$ cat config.mk
export PLATFORM = sky130hd
export DESIGN_NAME = roi_color_fraction_detector_unit
export DESIGN_NICKNAME = d
export VERILOG_FILES = /design/src/rtl/core/rcfd_pkg.sv /design/src/rtl/core/roi_color_fraction_detector_unit.sv /design/src/rtl/core/rcfd_queue.sv /design/src/rtl/core/rcfd_front.sv /design/src/rtl/core/rcfd_back.sv
export SDC_FILE = /design/constraint.sdc
export NUM_CORES = 2
export LEC_CHECK = 0
export BUFFER_PORTS_ARGS = -buffer_cell sky130_fd_sc_hd__buf_4
export CAP_MARGIN = 25
export CORE_ASPECT_RATIO = 0.5
export CORE_MARGIN = 5
export CORE_UTILIZATION = 30
export CTS_CLUSTER_DIAMETER = 150
export CTS_CLUSTER_SIZE = 25
export DETAILED_ROUTE_END_ITERATION = 7
export HOLD_SLACK_MARGIN = 0.1
export PLACE_DENSITY = 0.48
export RECOVER_POWER = 50
export REMOVE_ABC_BUFFERS = 1
export SKIP_CTS_REPAIR_TIMING = 1
export SLEW_MARGIN = 20
export SYNTH_ARGS = -nofsm -noshare
export SYNTH_HDL_FRONTEND = slang
export SYNTH_SLANG_ARGS = --single-unit
export TNS_END_PERCENT = 10
$ cat constraint.sdc
create_clock -name clk -period 20.9 [get_ports clk]
set_input_delay 4.18 -clock clk [delete_from_list [all_inputs] [get_ports clk]]
set_output_delay 4.18 -clock clk [all_outputs]
set_load 0.02 [all_outputs]
$ cat src/rtl/core/rcfd_pkg.sv
`timescale 1ns / 1ps
`default_nettype none
package rcfd_pkg;

  localparam int CFG_W   = 13;
  localparam int PIX_W   = 8;
  localparam int CONF_W  = 16;
  localparam int REGIONS = 5;
  localparam int EDGES   = 20;
  localparam int EDGE_W  = 5;
  localparam int MILLI_W = 10;
  localparam int QB      = 19;   // confidence quotient bits before the cap

  localparam logic [CFG_W-1:0]  WIDTH_RESET  = 13'd1920;
  localparam logic [CFG_W-1:0]  HEIGHT_RESET = 13'd1080;
  localparam logic [CONF_W-1:0] Q_ONE        = 16'd32768;

  // floor(v/1000) == (v * RECIP) >> RECIP_SHIFT for v below 2^27
  localparam int RECIP_W     = 27;
  localparam int RECIP_SHIFT = 36;
  localparam logic [RECIP_W-1:0] RECIP = 27'd68719477;
  localparam int HALF_K = 500;

  localparam int CAST    = 0;
  localparam int HOOK    = 1;
  localparam int PANEL   = 2;
  localparam int HEADING = 3;
  localparam int BUTTONS = 4;

  localparam int CAST_NUM = 8;
  localparam int HOOK_NUM = 12;
  localparam int CONF_DEN = 100;

  typedef enum logic [0:0] {
    REG_FRAME_WIDTH  = 1'b0,
    REG_FRAME_HEIGHT = 1'b1
  } cfg_reg_t;

  // edge e: region e/4, side e%4 = left, top, right, bottom
  function automatic logic [MILLI_W-1:0] edge_milli(input logic [EDGE_W-1:0] e);
    logic [MILLI_W-1:0] m;
    case (e)
      5'd0:  m = 10'd355;
      5'd1:  m = 10'd815;
      5'd2:  m = 10'd650;
      5'd3:  m = 10'd845;
      5'd4:  m = 10'd700;
      5'd5:  m = 10'd895;
      5'd6:  m = 10'd800;
      5'd7:  m = 10'd940;
      5'd8:  m = 10'd385;
      5'd9:  m = 10'd265;
      5'd10: m = 10'd615;
      5'd11: m = 10'd730;
      5'd12: m = 10'd395;
      5'd13: m = 10'd290;
      5'd14: m = 10'd585;
      5'd15: m = 10'd335;
      5'd16: m = 10'd400;
      5'd17: m = 10'd645;
      5'd18: m = 10'd600;
      5'd19: m = 10'd705;
      default: m = '0;
    endcase
    return m;
  endfunction

  function automatic logic [6:0] flag_num(input logic [2:0] k);
    logic [6:0] n;
    case (k)
      3'd0: n = 7'd8;
      3'd1: n = 7'd12;
      3'd2: n = 7'd72;
      3'd3: n = 7'd12;
      3'd4: n = 7'd58;
      default: n = '0;
    endcase
    return n;
  endfunction

  function automatic logic [9:0] flag_den(input logic [2:0] k);
    logic [9:0] d;
    case (k)
      3'd2, 3'd4: d = 10'd100;
      default:    d = 10'd1000;
    endcase
    return d;
  endfunction

  // per-region colour tests, bit k for region k
  function automatic logic [REGIONS-1:0] color_hits(input logic [PIX_W-1:0] b,
                                                    input logic [PIX_W-1:0] g,
                                                    input logic [PIX_W-1:0] r);
    logic [REGIONS-1:0] h;
    logic [PIX_W:0] b9, g9, r9;
    b9 = {1'b0, b};
    g9 = {1'b0, g};
    r9 = {1'b0, r};
    h[CAST]    = (g >= 8'd85) && (g9 >= b9 + 9'd18) && (g9 >= r9 + 9'd18) &&
                 (r <= 8'd180);
    h[HOOK]    = (r >= 8'd145) && (r9 >= g9 + 9'd40) && (r9 >= b9 + 9'd35);
    h[PANEL]   = (b < 8'd55) && (g < 8'd55) && (r < 8'd55);
    h[HEADING] = (b > 8'd175) && (g > 8'd175) && (r > 8'd175);
    h[BUTTONS] = (b < 8'd75) && (g < 8'd75) && (r < 8'd75);
    return h;
  endfunction

endpackage
`default_nettype wire

$ cat src/rtl/core/roi_color_fraction_detector_unit.sv
`timescale 1ns / 1ps
`default_nettype none
// Region color detector. Pixels stream in raster order, one beat per pixel;
// the counting stage takes the next pixel as it counts the held one, unless
// stalled. A frame start (start_of_frame, or the first pixel after a frame
// ends) first runs the region edge sequencer: a setup step, then a multiply and
// a divide state per region bound (20 bounds), while the first pixel holds the
// input. The last pixel's counts pass through a two-entry queue to the scoring
// unit, which runs areas, five fraction tests and two 19-step confidence
// divisions before the result beat appears; pixels of the next frame keep
// flowing meanwhile. Frame size registers take effect at the next frame start.
module roi_color_fraction_detector_unit
  import rcfd_pkg::*;
#(
  parameter int MAX_DIMENSION = 4096
) (
  input  wire logic               clk,
  input  wire logic               rst,
  input  wire logic               cfg_write_enable,
  input  wire logic [0:0]         cfg_index,
  input  wire logic [CFG_W-1:0]   cfg_data,
  input  wire logic               in_valid,
  output logic                    in_stall,
  input  wire logic [PIX_W-1:0]   blue,
  input  wire logic [PIX_W-1:0]   green,
  input  wire logic [PIX_W-1:0]   red,
  input  wire logic               start_of_frame,
  output logic                    out_valid,
  input  wire logic               out_stall,
  output logic                    bar_ready,
  output logic [CONF_W-1:0]       bar_confidence,
  output logic                    red_hook,
  output logic [CONF_W-1:0]       red_hook_confidence,
  output logic                    panel_found
);

  localparam int DIM_W = $clog2(MAX_DIMENSION + 1);
  localparam int POS_W = $clog2(MAX_DIMENSION);
  localparam int CNT_W = 2 * POS_W + 1;
  localparam int REC_W = REGIONS * (CNT_W + 2 * DIM_W);

  logic             f_valid, f_stall;
  logic [REC_W-1:0] f_data;
  logic             b_valid, b_stall;
  logic [REC_W-1:0] b_data;

  rcfd_front #(
    .MAX_DIMENSION(MAX_DIMENSION),
    .DIM_W(DIM_W),
    .POS_W(POS_W),
    .CNT_W(CNT_W),
    .REC_W(REC_W)
  ) u_front (
    .clk(clk),
    .rst(rst),
    .cfg_write_enable(cfg_write_enable),
    .cfg_index(cfg_index),
    .cfg_data(cfg_data),
    .in_valid(in_valid),
    .in_stall(in_stall),
    .blue(blue),
    .green(green),
    .red(red),
    .start_of_frame(start_of_frame),
    .rec_valid(f_valid),
    .rec_stall(f_stall),
    .rec_data(f_data)
  );

  rcfd_queue #(
    .W(REC_W)
  ) u_queue (
    .clk(clk),
    .rst(rst),
    .in_valid(f_valid),
    .in_stall(f_stall),
    .in_data(f_data),
    .out_valid(b_valid),
    .out_stall(b_stall),
    .out_data(b_data)
  );

  rcfd_back #(
    .DIM_W(DIM_W),
    .CNT_W(CNT_W),
    .REC_W(REC_W)
  ) u_back (
    .clk(clk),
    .rst(rst),
    .rec_valid(b_valid),
    .rec_stall(b_stall),
    .rec_data(b_data),
    .out_valid(out_valid),
    .out_stall(out_stall),
    .bar_ready(bar_ready),
    .bar_confidence(bar_confidence),
    .red_hook(red_hook),
    .red_hook_confidence(red_hook_confidence),
    .panel_found(panel_found)
  );

endmodule
`default_nettype wire

$ cat src/rtl/core/rcfd_queue.sv
`timescale 1ns / 1ps
`default_nettype none
module rcfd_queue #(
  parameter int W = 8
) (
  input  wire logic         clk,
  input  wire logic         rst,
  input  wire logic         in_valid,
  output logic              in_stall,
  input  wire logic [W-1:0] in_data,
  output logic              out_valid,
  input  wire logic         out_stall,
  output logic [W-1:0]      out_data
);

  logic [W-1:0] mem [2];
  logic         wr_ptr;
  logic         rd_ptr;
  logic [1:0]   fill;
  logic         push;
  logic         pop;

  assign in_stall  = (fill == 2'd2);
  assign out_valid = (fill != 2'd0);
  assign out_data  = mem[rd_ptr];
  assign push      = in_valid && !in_stall;
  assign pop       = out_valid && !out_stall;

  always_ff @(posedge clk) begin
    if (push) begin
      mem[wr_ptr] <= in_data;
    end
  end

  always_ff @(posedge clk) begin
    if (rst) begin
      wr_ptr <= 1'b0;
      rd_ptr <= 1'b0;
      fill   <= 2'd0;
    end else begin
      if (push) wr_ptr <= !wr_ptr;
      if (pop) rd_ptr <= !rd_ptr;
      if (push && !pop) fill <= fill + 2'd1;
      else if (pop && !push) fill <= fill - 2'd1;
    end
  end

`ifndef SYNTHESIS
  a_no_overflow: assert property (@(posedge clk) disable iff (rst)
    fill == 2'd2 && !pop |=> fill == 2'd2)
    else $error("queue lost a full entry");
  a_fill_range: assert property (@(posedge clk) disable iff (rst)
    fill != 2'd3)
    else $error("queue fill out of range");
  a_pop_order: assert property (@(posedge clk) disable iff (rst)
    pop && !push |=> fill == $past(fill) - 2'd1)
    else $error("queue fill did not drop on pop");
`endif

endmodule
`default_nettype wire

$ cat src/rtl/core/rcfd_front.sv
`timescale 1ns / 1ps
`default_nettype none
module rcfd_front
  import rcfd_pkg::*;
#(
  parameter int MAX_DIMENSION = 4096,
  parameter int DIM_W = 13,
  parameter int POS_W = 12,
  parameter int CNT_W = 25,
  parameter int REC_W = 255
) (
  input  wire logic               clk,
  input  wire logic               rst,
  input  wire logic               cfg_write_enable,
  input  wire logic [0:0]         cfg_index,
  input  wire logic [CFG_W-1:0]   cfg_data,
  input  wire logic               in_valid,
  output logic                    in_stall,
  input  wire logic [PIX_W-1:0]   blue,
  input  wire logic [PIX_W-1:0]   green,
  input  wire logic [PIX_W-1:0]   red,
  input  wire logic               start_of_frame,
  output logic                    rec_valid,
  input  wire logic               rec_stall,
  output logic [REC_W-1:0]        rec_data
);

  localparam int EW = (CFG_W > DIM_W) ? CFG_W : DIM_W;
  localparam int PW = MILLI_W + DIM_W;
  localparam int MW = PW + 1 + RECIP_W;
  localparam int SLOT_W = CNT_W + 2 * DIM_W;

  typedef enum logic [2:0] {
    F_RUN = 3'b001,
    F_MUL = 3'b010,
    F_DIV = 3'b100
  } fstate_t;

  fstate_t state;
  logic [CFG_W-1:0] frame_width;
  logic [CFG_W-1:0] frame_height;
  logic [DIM_W-1:0] aw, ah;
  logic [DIM_W-1:0] eff_w, eff_h;
  logic [POS_W-1:0] col, row;
  logic             open;
  logic [DIM_W-1:0] bnd [REGIONS][4];
  logic [CNT_W-1:0] cnt [REGIONS];
  logic [CNT_W-1:0] cnt_next [REGIONS];
  logic [EDGE_W-1:0] edge_idx;
  logic [PW-1:0]    prod;

  logic             px_valid;
  logic [PIX_W-1:0] px_b, px_g, px_r;
  logic             px_sof;

  logic             need_start;
  logic             last;
  logic             proc;
  logic             accept;
  logic [REGIONS-1:0] hits;
  logic [REGIONS-1:0] roi_hit;
  logic [DIM_W-1:0] x_ext, y_ext;

  logic [2:0]       e_reg;
  logic [1:0]       e_side;
  logic [DIM_W-1:0] dim_sel;
  logic [PW:0]      v;
  logic [MW-1:0]    vq;
  logic [DIM_W-1:0] q, qc, qfix;
  logic [DIM_W-1:0] lo_edge;

  function automatic logic [DIM_W-1:0] eff_dim(input logic [CFG_W-1:0] c);
    logic [EW-1:0] ce;
    logic [DIM_W-1:0] d;
    ce = EW'(c);
    if (c == '0) d = DIM_W'(1);
    else if (ce > EW'(MAX_DIMENSION)) d = DIM_W'(MAX_DIMENSION);
    else d = DIM_W'(c);
    return d;
  endfunction

  assign eff_w = eff_dim(frame_width);
  assign eff_h = eff_dim(frame_height);

  // region test and counting on the held pixel
  assign x_ext = DIM_W'(col);
  assign y_ext = DIM_W'(row);
  assign hits  = color_hits(px_b, px_g, px_r);

  always_comb begin
    for (int k = 0; k < REGIONS; k++) begin
      roi_hit[k]  = (x_ext >= bnd[k][0]) && (x_ext < bnd[k][2]) &&
                    (y_ext >= bnd[k][1]) && (y_ext < bnd[k][3]);
      cnt_next[k] = cnt[k] + CNT_W'(roi_hit[k] && hits[k]);
    end
  end

  assign need_start = px_sof || !open;
  assign last = (x_ext + DIM_W'(1) >= aw) && (y_ext + DIM_W'(1) >= ah);
  assign proc = px_valid && (state == F_RUN) && !need_start && (!last || !rec_stall);
  assign in_stall  = px_valid && !proc;
  assign accept    = in_valid && !in_stall;
  assign rec_valid = px_valid && (state == F_RUN) && !need_start && last;

  always_comb begin
    for (int k = 0; k < REGIONS; k++) begin
      rec_data[k*SLOT_W +: CNT_W] = cnt_next[k];
      rec_data[k*SLOT_W + CNT_W +: DIM_W] =
        (bnd[k][2] > bnd[k][0]) ? bnd[k][2] - bnd[k][0] : '0;
      rec_data[k*SLOT_W + CNT_W + DIM_W +: DIM_W] =
        (bnd[k][3] > bnd[k][1]) ? bnd[k][3] - bnd[k][1] : '0;
    end
  end

  // region edges: round(milli * size / 1000), then widen right/bottom edges
  assign e_reg   = edge_idx[4:2];
  assign e_side  = edge_idx[1:0];
  assign dim_sel = e_side[0] ? ah : aw;
  assign v       = (PW + 1)'(prod) + (PW + 1)'(HALF_K);
  assign vq      = MW'(v) * MW'(RECIP);
  assign q       = vq[RECIP_SHIFT +: DIM_W];
  assign qc      = (q < dim_sel) ? q : dim_sel;
  assign lo_edge = bnd[e_reg][{1'b0, e_side[0]}];

  always_comb begin
    qfix = qc;
    if (e_side[1] && (lo_edge < dim_sel) && (qc < lo_edge + DIM_W'(1))) begin
      qfix = lo_edge + DIM_W'(1);
    end
  end

  always_ff @(posedge clk) begin
    if (rst) begin
      frame_width  <= WIDTH_RESET;
      frame_height <= HEIGHT_RESET;
    end else if (cfg_write_enable) begin
      unique case (cfg_reg_t'(cfg_index))
        REG_FRAME_WIDTH:  frame_width  <= cfg_data;
        REG_FRAME_HEIGHT: frame_height <= cfg_data;
        default: ;
      endcase
    end
  end

  always_ff @(posedge clk) begin
    if (accept) begin
      px_b <= blue;
      px_g <= green;
      px_r <= red;
    end
    if (state == F_MUL) begin
      prod <= PW'(edge_milli(edge_idx)) * PW'(dim_sel);
    end
    if (state == F_DIV) begin
      bnd[e_reg][e_side] <= qfix;
    end
  end

  always_ff @(posedge clk) begin
    if (rst) begin
      state    <= F_RUN;
      px_valid <= 1'b0;
      px_sof   <= 1'b0;
      open     <= 1'b0;
      col      <= '0;
      row      <= '0;
      aw       <= '0;
      ah       <= '0;
      edge_idx <= '0;
      for (int k = 0; k < REGIONS; k++) cnt[k] <= '0;
    end else begin
      if (accept) begin
        px_valid <= 1'b1;
        px_sof   <= start_of_frame;
      end else if (proc) begin
        px_valid <= 1'b0;
      end
      unique case (state)
        F_RUN: begin
          if (px_valid && need_start) begin
            aw       <= eff_w;
            ah       <= eff_h;
            open     <= 1'b1;
            px_sof   <= 1'b0;
            col      <= '0;
            row      <= '0;
            edge_idx <= '0;
            for (int k = 0; k < REGIONS; k++) cnt[k] <= '0;
            state    <= F_MUL;
          end else if (proc) begin
            for (int k = 0; k < REGIONS; k++) cnt[k] <= cnt_next[k];
            if (last) begin
              open <= 1'b0;
              col  <= '0;
              row  <= '0;
            end else if (x_ext + DIM_W'(1) >= aw) begin
              col <= '0;
              row <= row + POS_W'(1);
            end else begin
              col <= col + POS_W'(1);
            end
          end
        end
        F_MUL: state <= F_DIV;
        F_DIV: begin
          if (edge_idx == EDGE_W'(EDGES - 1)) begin
            state <= F_RUN;
          end else begin
            edge_idx <= edge_idx + EDGE_W'(1);
            state    <= F_MUL;
          end
        end
        default: state <= F_RUN;
      endcase
    end
  end

`ifndef SYNTHESIS
  a_push_last: assert property (@(posedge clk) disable iff (rst)
    rec_valid && !rec_stall |=> !open)
    else $error("frame still open after result beat");
  a_no_proc_in_bounds: assert property (@(posedge clk) disable iff (rst)
    state != F_RUN |-> !proc)
    else $error("pixel processed while bounds are computed");
  a_pos_in_frame: assert property (@(posedge clk) disable iff (rst)
    open && state == F_RUN |-> x_ext < aw && y_ext < ah)
    else $error("position outside frame");
`endif

endmodule
`default_nettype wire

$ cat src/rtl/core/rcfd_back.sv
`timescale 1ns / 1ps
`default_nettype none
module rcfd_back
  import rcfd_pkg::*;
#(
  parameter int DIM_W = 13,
  parameter int CNT_W = 25,
  parameter int REC_W = 255
) (
  input  wire logic               clk,
  input  wire logic               rst,
  input  wire logic               rec_valid,
  output logic                    rec_stall,
  input  wire logic [REC_W-1:0]   rec_data,
  output logic                    out_valid,
  input  wire logic               out_stall,
  output logic                    bar_ready,
  output logic [CONF_W-1:0]       bar_confidence,
  output logic                    red_hook,
  output logic [CONF_W-1:0]       red_hook_confidence,
  output logic                    panel_found
);

  localparam int SLOT_W = CNT_W + 2 * DIM_W;
  localparam int NW = CNT_W + 24;
  localparam int FW = CNT_W + 10;

  typedef enum logic [5:0] {
    B_IDLE  = 6'b000001,
    B_AREA  = 6'b000010,
    B_CMP   = 6'b000100,
    B_SETUP = 6'b001000,
    B_DIV   = 6'b010000,
    B_OUT   = 6'b100000
  } bstate_t;

  bstate_t state;
  logic [CNT_W-1:0] cnt  [REGIONS];
  logic [DIM_W-1:0] wd   [REGIONS];
  logic [DIM_W-1:0] ht   [REGIONS];
  logic [CNT_W-1:0] area [REGIONS];
  logic [REGIONS-1:0] pass;
  logic [2:0]       k;
  logic             which;
  logic [NW-1:0]    rem;
  logic [NW-1:0]    dsh;
  logic [QB-1:0]    quo;
  logic [4:0]       bit_idx;
  logic [CONF_W-1:0] conf [2];

  logic [FW-1:0]    lhs, rhs;
  logic [CNT_W-1:0] sel_cnt, sel_area;
  logic [3:0]       sel_num;
  logic             take;
  logic             ge;
  logic [QB-1:0]    quo_next;
  logic [CONF_W-1:0] capped;

  assign rec_stall = (state != B_IDLE);
  assign take      = out_valid && !out_stall;

  // fraction test: count * den >= num * area
  assign lhs = FW'(cnt[k]) * FW'(flag_den(k));
  assign rhs = FW'(area[k]) * FW'(flag_num(k));

  assign sel_cnt  = which ? cnt[HOOK] : cnt[CAST];
  assign sel_area = which ? area[HOOK] : area[CAST];
  assign sel_num  = which ? 4'(HOOK_NUM) : 4'(CAST_NUM);

  // one quotient bit per cycle, divisor pre-shifted and walked down
  assign ge       = (rem >= dsh);
  assign quo_next = {quo[QB-2:0], ge};
  assign capped   = (sel_area == '0) ? '0 :
                    (quo_next > QB'(Q_ONE)) ? Q_ONE : CONF_W'(quo_next);

  always_ff @(posedge clk) begin
    unique case (state)
      B_IDLE: begin
        for (int i = 0; i < REGIONS; i++) begin
          cnt[i] <= rec_data[i*SLOT_W +: CNT_W];
          wd[i]  <= rec_data[i*SLOT_W + CNT_W +: DIM_W];
          ht[i]  <= rec_data[i*SLOT_W + CNT_W + DIM_W +: DIM_W];
        end
      end
      B_AREA: area[k] <= CNT_W'(wd[k]) * CNT_W'(ht[k]);
      B_CMP: pass[k] <= (area[k] != '0) && (lhs >= rhs);
      B_SETUP: begin
        rem <= (NW'(sel_cnt) * NW'(CONF_DEN) << 16) + NW'(sel_area) * NW'(sel_num);
        dsh <= (NW'(sel_area) * NW'(sel_num) << 1) << (QB - 1);
        quo <= '0;
      end
      B_DIV: begin
        if (ge) rem <= rem - dsh;
        dsh <= dsh >> 1;
        quo <= quo_next;
        if (bit_idx == '0) conf[which] <= capped;
      end
      B_OUT: begin
        if (!out_valid || take) begin
          bar_ready           <= pass[CAST];
          bar_confidence      <= conf[0];
          red_hook            <= pass[HOOK];
          red_hook_confidence <= pass[HOOK] ? conf[1] : '0;
          panel_found         <= pass[PANEL] && pass[HEADING] && pass[BUTTONS];
        end
      end
      default: ;
    endcase
  end

  always_ff @(posedge clk) begin
    if (rst) begin
      state     <= B_IDLE;
      out_valid <= 1'b0;
      k         <= '0;
      which     <= 1'b0;
      bit_idx   <= '0;
    end else begin
      if (take && state != B_OUT) out_valid <= 1'b0;
      unique case (state)
        B_IDLE: begin
          if (rec_valid) begin
            k     <= '0;
            state <= B_AREA;
          end
        end
        B_AREA: begin
          if (k == 3'(REGIONS - 1)) begin
            k     <= '0;
            state <= B_CMP;
          end else begin
            k <= k + 3'd1;
          end
        end
        B_CMP: begin
          if (k == 3'(REGIONS - 1)) begin
            which <= 1'b0;
            state <= B_SETUP;
          end else begin
            k <= k + 3'd1;
          end
        end
        B_SETUP: begin
          bit_idx <= 5'(QB - 1);
          state   <= B_DIV;
        end
        B_DIV: begin
          if (bit_idx == '0) begin
            if (which) begin
              state <= B_OUT;
            end else begin
              which <= 1'b1;
              state <= B_SETUP;
            end
          end else begin
            bit_idx <= bit_idx - 5'd1;
          end
        end
        B_OUT: begin
          if (!out_valid || take) begin
            out_valid <= 1'b1;
            state     <= B_IDLE;
          end
        end
        default: state <= B_IDLE;
      endcase
    end
  end

`ifndef SYNTHESIS
  a_hook_conf_zero: assert property (@(posedge clk) disable iff (rst)
    out_valid && !red_hook |-> red_hook_confidence == '0)
    else $error("hook confidence without hook");
  a_conf_cap: assert property (@(posedge clk) disable iff (rst)
    out_valid |-> bar_confidence <= Q_ONE && red_hook_confidence <= Q_ONE)
    else $error("confidence above one");
  a_bar_conf_floor: assert property (@(posedge clk) disable iff (rst)
    out_valid && bar_ready |-> bar_confidence >= 16'd3277)
    else $error("bar ready with low confidence");
  a_hook_conf_floor: assert property (@(posedge clk) disable iff (rst)
    out_valid && red_hook |-> red_hook_confidence >= 16'd3277)
    else $error("red hook with low confidence");
`endif

endmodule
`default_nettype wire
# After elaboration in Yosys (flattened, before gate mapping)
# Memory sizes are Yosys's and may differ from the RTL's. A register that Yosys moved wholly into a read port is not among the register bits.
# Cells that the tools add are included.
# classes
addsub	32
multipliers	7
div	0
magnitude_cmp	61
n_eq_ne	27
n_shift	0
muxes	126
n_bitwise	13
n_reduce_logical	100
# op_table
operator	count
$mux 25	12
$mux 13	20
$pmux 49 s2	2
$ge 12x13->1	10
$gt 13x13->1	10
$lt 12x13->1	10
$sub 13x13->13	10
$add 25x1->25	5
$mux 12	8
$logic_and 1x1->1	52
$mux 52	1
$add 48x29->49	1
$ge 49x49->1	1
$mul 24x27->49 const B	1
$mux 49	1
$sub 49x49->49	1
$mux 3	15
$lt 13x13->1	3
$mux 1	37
$ge 8x9->1	4
$mux 6	6
$pmux 18 s2	1
$pmux 6 s6	1
$ge 35x32->1	1
other kinds (74)	153
# word_totals
register_bits	278
latchBits	0
ram_bits	1307
rom_bits	320
input_bits	44
out_inout_bits	37
word_cells	405
memories	9
# memory_table
name	depth	word_bits	read_ports	rd_clocked_by_memory_dff	write_ports	line	source
u_queue.mem	2	255	1	1	1	rcfd_queue.sv:16	logic [W-1:0] mem [2];
(name not given)	32	10	1	1	0	rcfd_pkg.sv:42	case (e)
u_front.bnd	5	52	6	1	1	rcfd_front.sv:46	logic [DIM_W-1:0] bnd [REGIONS][4];
u_back.area	5	25	3	1	1	rcfd_back.sv:41	logic [CNT_W-1:0] area [REGIONS];
u_back.cnt	5	25	3	1	5	rcfd_back.sv:38	logic [CNT_W-1:0] cnt [REGIONS];
u_front.cnt	5	25	5	0	5	rcfd_front.sv:47	logic [CNT_W-1:0] cnt [REGIONS];
+3 memories	n/a	n/a	n/a	n/a	n/a	n/a	

# Longest topological paths before layout
# logic_depth
word_depth	13
depth_mapped	56
ltp_nobuf	54

# By module
# From an unflattened synthesis, not the netlist that was laid out.
# unflattened
hier_cells	10226
area_unflattened_um2	119538.4
# by_module_without_submodules
module	n_inst	cells_per_inst	area_per_inst_um2	seq_area_each_um2
rcfd_front	1	5234	53433.7	17316.6
rcfd_back	1	4174	47380.4	18157.4
rcfd_queue	1	818	18724.2	15414.8

# Worst setup path before layout
# OpenSTA, ideal clock, no wires.
# synth_timing
kind	register to register
start	register u_front.col[1]
end	memory u_queue.mem[0][0] (netlist name) (enable)
setup_ns	0.875
t_arrival_ns	14.007
required_ns	20.025
path_slack_ns	6.017
stages_incl_launch_ff	20
path_buffers	1
synth_period_minus_slack_ns	14.883
path_cell_list	dfxtp_1 ha_1 nand3_1 or2_2 inv_1 nand3_1 inv_1 nand3_1 xnor2_1 ha_1 nand2_1 nor2_1 nand4_1 o211ai_1 a21oi_1 o21ai_1 nand2_1 or3_1 clkbuf_1 nor2_1
# synth_via
elab_chain_cells	7
# synth_lines
element	line	source
from (decl)	rcfd_front.sv:44	logic [POS_W-1:0] col, row;
from (signal assigned)	rcfd_front.sv:200	col <= col + POS_W'(1);
$add 12x1->13	rcfd_front.sv:99	assign last = (x_ext + DIM_W'(1) >= aw) && (y_ext + DIM_W'(1) >= ah);
$ge 13x13->1	rcfd_front.sv:99	
$logic_and 1x1->1	rcfd_front.sv:99	
$logic_and 1x1->1	rcfd_front.sv:103	assign rec_valid = px_valid && (state == F_RUN) && !need_start && last;
$logic_and 1x1->1	rcfd_queue.sv:26	assign push = in_valid && !in_stall;
$mux 1	rcfd_queue.sv:30	if (push) begin
$mux 1 (implied by the code)	rcfd_queue.sv:31	mem[wr_ptr] <= in_data;
to (decl)	rcfd_queue.sv:16	
# No other way between the ends.

# Worst setup path after layout
# layout_timing
start	register u_front.prod[6]
end	memory u_front.bnd[4][3] (netlist name) (data pin)
# layout_via
elab_chain_cells	7
# layout_lines
element	line	source
from (decl)	rcfd_front.sv:50	logic [PW-1:0] prod;
from (signal assigned)	rcfd_front.sv:152	prod <= PW'(edge_milli(edge_idx)) * PW'(dim_sel);
$add 23x9->24 (*)	rcfd_front.sv:119	assign v = (PW + 1)'(prod) + (PW + 1)'(HALF_K);
$mul 24x27->49 (*)	rcfd_front.sv:120	assign vq = MW'(v) * MW'(RECIP);
$lt 13x13->1	rcfd_front.sv:122	assign qc = (q < dim_sel) ? q : dim_sel;
$mux 13 (*)	rcfd_front.sv:122	
$lt 13x13->1	rcfd_front.sv:127	if (e_side[1] && (lo_edge < dim_sel) && (qc < lo_edge + DIM_W'(1))) begin
$logic_and 1x1->1	rcfd_front.sv:127	
$mux 13 (*)	rcfd_front.sv:127	
via u_front.qfix[3]	rcfd_front.sv:69	logic [DIM_W-1:0] q, qc, qfix;
to (decl)	rcfd_front.sv:46	
# Mark *: on every way through the listed nets, which the timed path passes. The rest lies on a longest branch.

==> flow_summary.toml <==
[timing]
worst_pin_slew_ns = 7.95
fin_skew_ns = 0.0608
setup_ws_ns = 5.39
rsz0062_at_grt = "false"
slew_violations = 1204
final.setup.tns_ns = 0
final_hold_viol_count = 0
finalSetupViolCount = 0
max_freq_mhz = 64.5
relSlewSlack_pct = -430
fin_crit_sh_pct = 74.2
layout_min_cycle_time_ns = 15.51

[drt]
dr.pass1.iters = 6
drc_errors = 0
wl_mm = 325
num_vias = 74173
ant_nets = 0
drt_iter0_markers = 5054
wl_per_cell_um = 21.1
viasPerCell = 4.81

[yosys]
synth_common_cells = "edfxtp_1 (1612), inv_1 (1388), ha_1 (1279)"
ys.flop_type = "edfxtp_1"
yosysSeqAreaShare_pct = 43.0
ys_types = 102
ys_ff_latch = 1736
synth.avg_cell_area_um2 = 11.8
synth_top_area_cell = "edfxtp_1"
yosys_warnings = 0
netlist_instances = 10000
yosys-top-cells-area = "edfxtp_1 (41%), ha_1 (14%), fa_1 (11%)"
synth_edf_count = 1612
netlist_area_um2 = 118000
synth_top_cell_area_share_pct = 40.9
async_flop_share_pct = 0
synth_most_common_cell = "edfxtp_1"

[worst_setup_path]
crit_path_frequent_cell = "fa_1"
slowest_stage = "a2111oi_0"
end_kind = "flip-flop"
required_ns = 21.30
path_class = "flip-flop to flip-flop"
worstPathMaxFanout = 26
worstPathArrival_ns = 15.91
critPathLaunchType = "flip-flop"
r2r_setup_slack_ns = 5.39
critical_path.max_stage_delay_ns = 0.95

[floorplan]
num_io_pins = 81
die_y_um = 454
rows = 163
initial_core_util_pct = 30.0
core-area_um2 = 393000
dieArea_um2 = 407000
die_x_um = 898

[global_route]
grtUsageTotal_pct = 15.7
grt_pass1_vias = 76402
overflow = 0
grt_max_degree = 125
grt_pass1_wl_mm = 491
antenna_found_initial = 10

[clock_network]
htreeDepth = 3
cts_tree = "yes"
clkLatencyLatePin_ns = 0.78
cts_made_buffers = 79
clkSinkCount = 1736
clk_pin_slew_ns = 0.12
clockBufferDepth = 3
cts_root_buf = "clkbuf_16"

[placement]
dp_hpwl_mm = 249
post-place-ws_ns = 5.37
io_buffers = 80
place_congestion = 0.897
dp_cells = 15270
post_dp_cell_area_um2 = 126000

[layout]
area_delta_synth_final_pct = 8.22
drive_gt1_share_pct = 8.16
nets = 12038
fin_cells = 15411
design_area_um2 = 128000

[min_path]
worstHoldPathType = "flip-flop to flip-flop"

[outcome]
violations = "capacitance limit, slew limit"
outcome = "finished with violations"

[job]
maxCapViolations = 31
==> metal layers <==
layer	vias up	part of all wire, %	global-route usage [%]
met2	1232	46	26.0
met1	37522	48	22.6
li1	35197	-	-
met5	-	0	0
met4	0	2.1	3.04
met3	222	3.5	1.21
==> state kept, by name (all words and copies together), names as in the netlist, 13 cells and up, named ones only <==
signal and count:
u_queue.mem 510, u_front.bnd 338, u_back.area 150, u_back.cnt 125
u_front.cnt 125, u_back.ht 65, u_back.wd 65, u_back.rem 49
u_back.dsh 48, u_back.conf 32, u_front.prod 23, u_back.quo 18
u_back.bar_confidence 16, u_back.red_hook_confidence 16, u_front.ah 13, u_front.aw 13
u_front.frame_height 13, u_front.frame_width 13
==> cell usage in the layout, fill, tap and decap left out, drive strengths merged, types with 50 or more instances in the layout <==
master,count
mux4,141
ha,1279
and3,196
clkbuf,198
mux2i,105
mux2,333
edfxtp,1612
nor2b,136
nand2,565
nor3,109
inv,1390
o21ai,370
and2,160
a211oi,59
nor2,463
nand2b,94
dfxtp,124
fa,637
buf,158
xnor2,303
or2,50
a21oi,435
o21a,73
nand4,95
a21o,233
nand3,158
xor2,178
==> layout make-up <==
cell class | instances | area, um^2
Sequential cell | 1736 | 50900
Timing Repair Buffer | 232 | 1620
Inverter | 1388 | 5210
Multi-Input combinational cell | 6641 | 61300
Clock inverter | 4 | 45.0
Clock buffer | 124 | 2240
Tap cell | 5280 | 6610
Fill cell | 39538 | 265000
Antenna cell | 6 | 15.0
==> through the flow <==
stage,hold slack (ns),utilization (%)
finish,0.425,32.5
global route,0.445,32.5
CTS,0.428,32.6
detailed placement,0.405,32.0
global placement,0.402,32.0
floorplan,0.400,-
==> final timing paths <==
kind	cells past startpoint	startpoint	to
worst max-delay path	51	u_front.prod[6]	u_front.bnd[4][3]
worst max register to register	51	u_front.prod[6]	u_front.bnd[4][3]
worst min register to register	0	u_back.conf[0][1]	u_back.bar_confidence[1]
worst min-delay path	0	u_back.conf[0][1]	u_back.bar_confidence[1]
==> kinds of logic (layout without fill, tap and decap cells) <==
group / Yosys count / in the layout / share of synthesized area, %
xor gates and xnor gates: 481 / 481 / 3.56
and+or+nand+nor: 2215 / 2215 / 9.48
AOI/OAI and AO/OA: 1429 / 1429 / 7.55
buffers and inverters: 1642 / 1748 / 5.28
DFF: 1736 / 1736 / 43.0
other: 2 / 27 / 0.00635
muxes: 579 / 579 / 6.75
adders and majority gates: 1916 / 1916 / 24.3
==> worst max-delay path, delay by kind of cell (launching register included) <==
kind | cells | cell delay (ns)
DFF | 1 | 0.44
adders and majority gates | 10 | 4.63
xor gates and xnor gates | 2 | 0.97
and+or+nand+nor | 9 | 1.67
muxes | 1 | 0.82
buffers and inverters | 7 | 0.99
AOI/OAI and AO/OA | 22 | 5.59
Power is not shown: default switching activity piles up to over one toggle a cycle in this logic, so the estimate is an artifact.
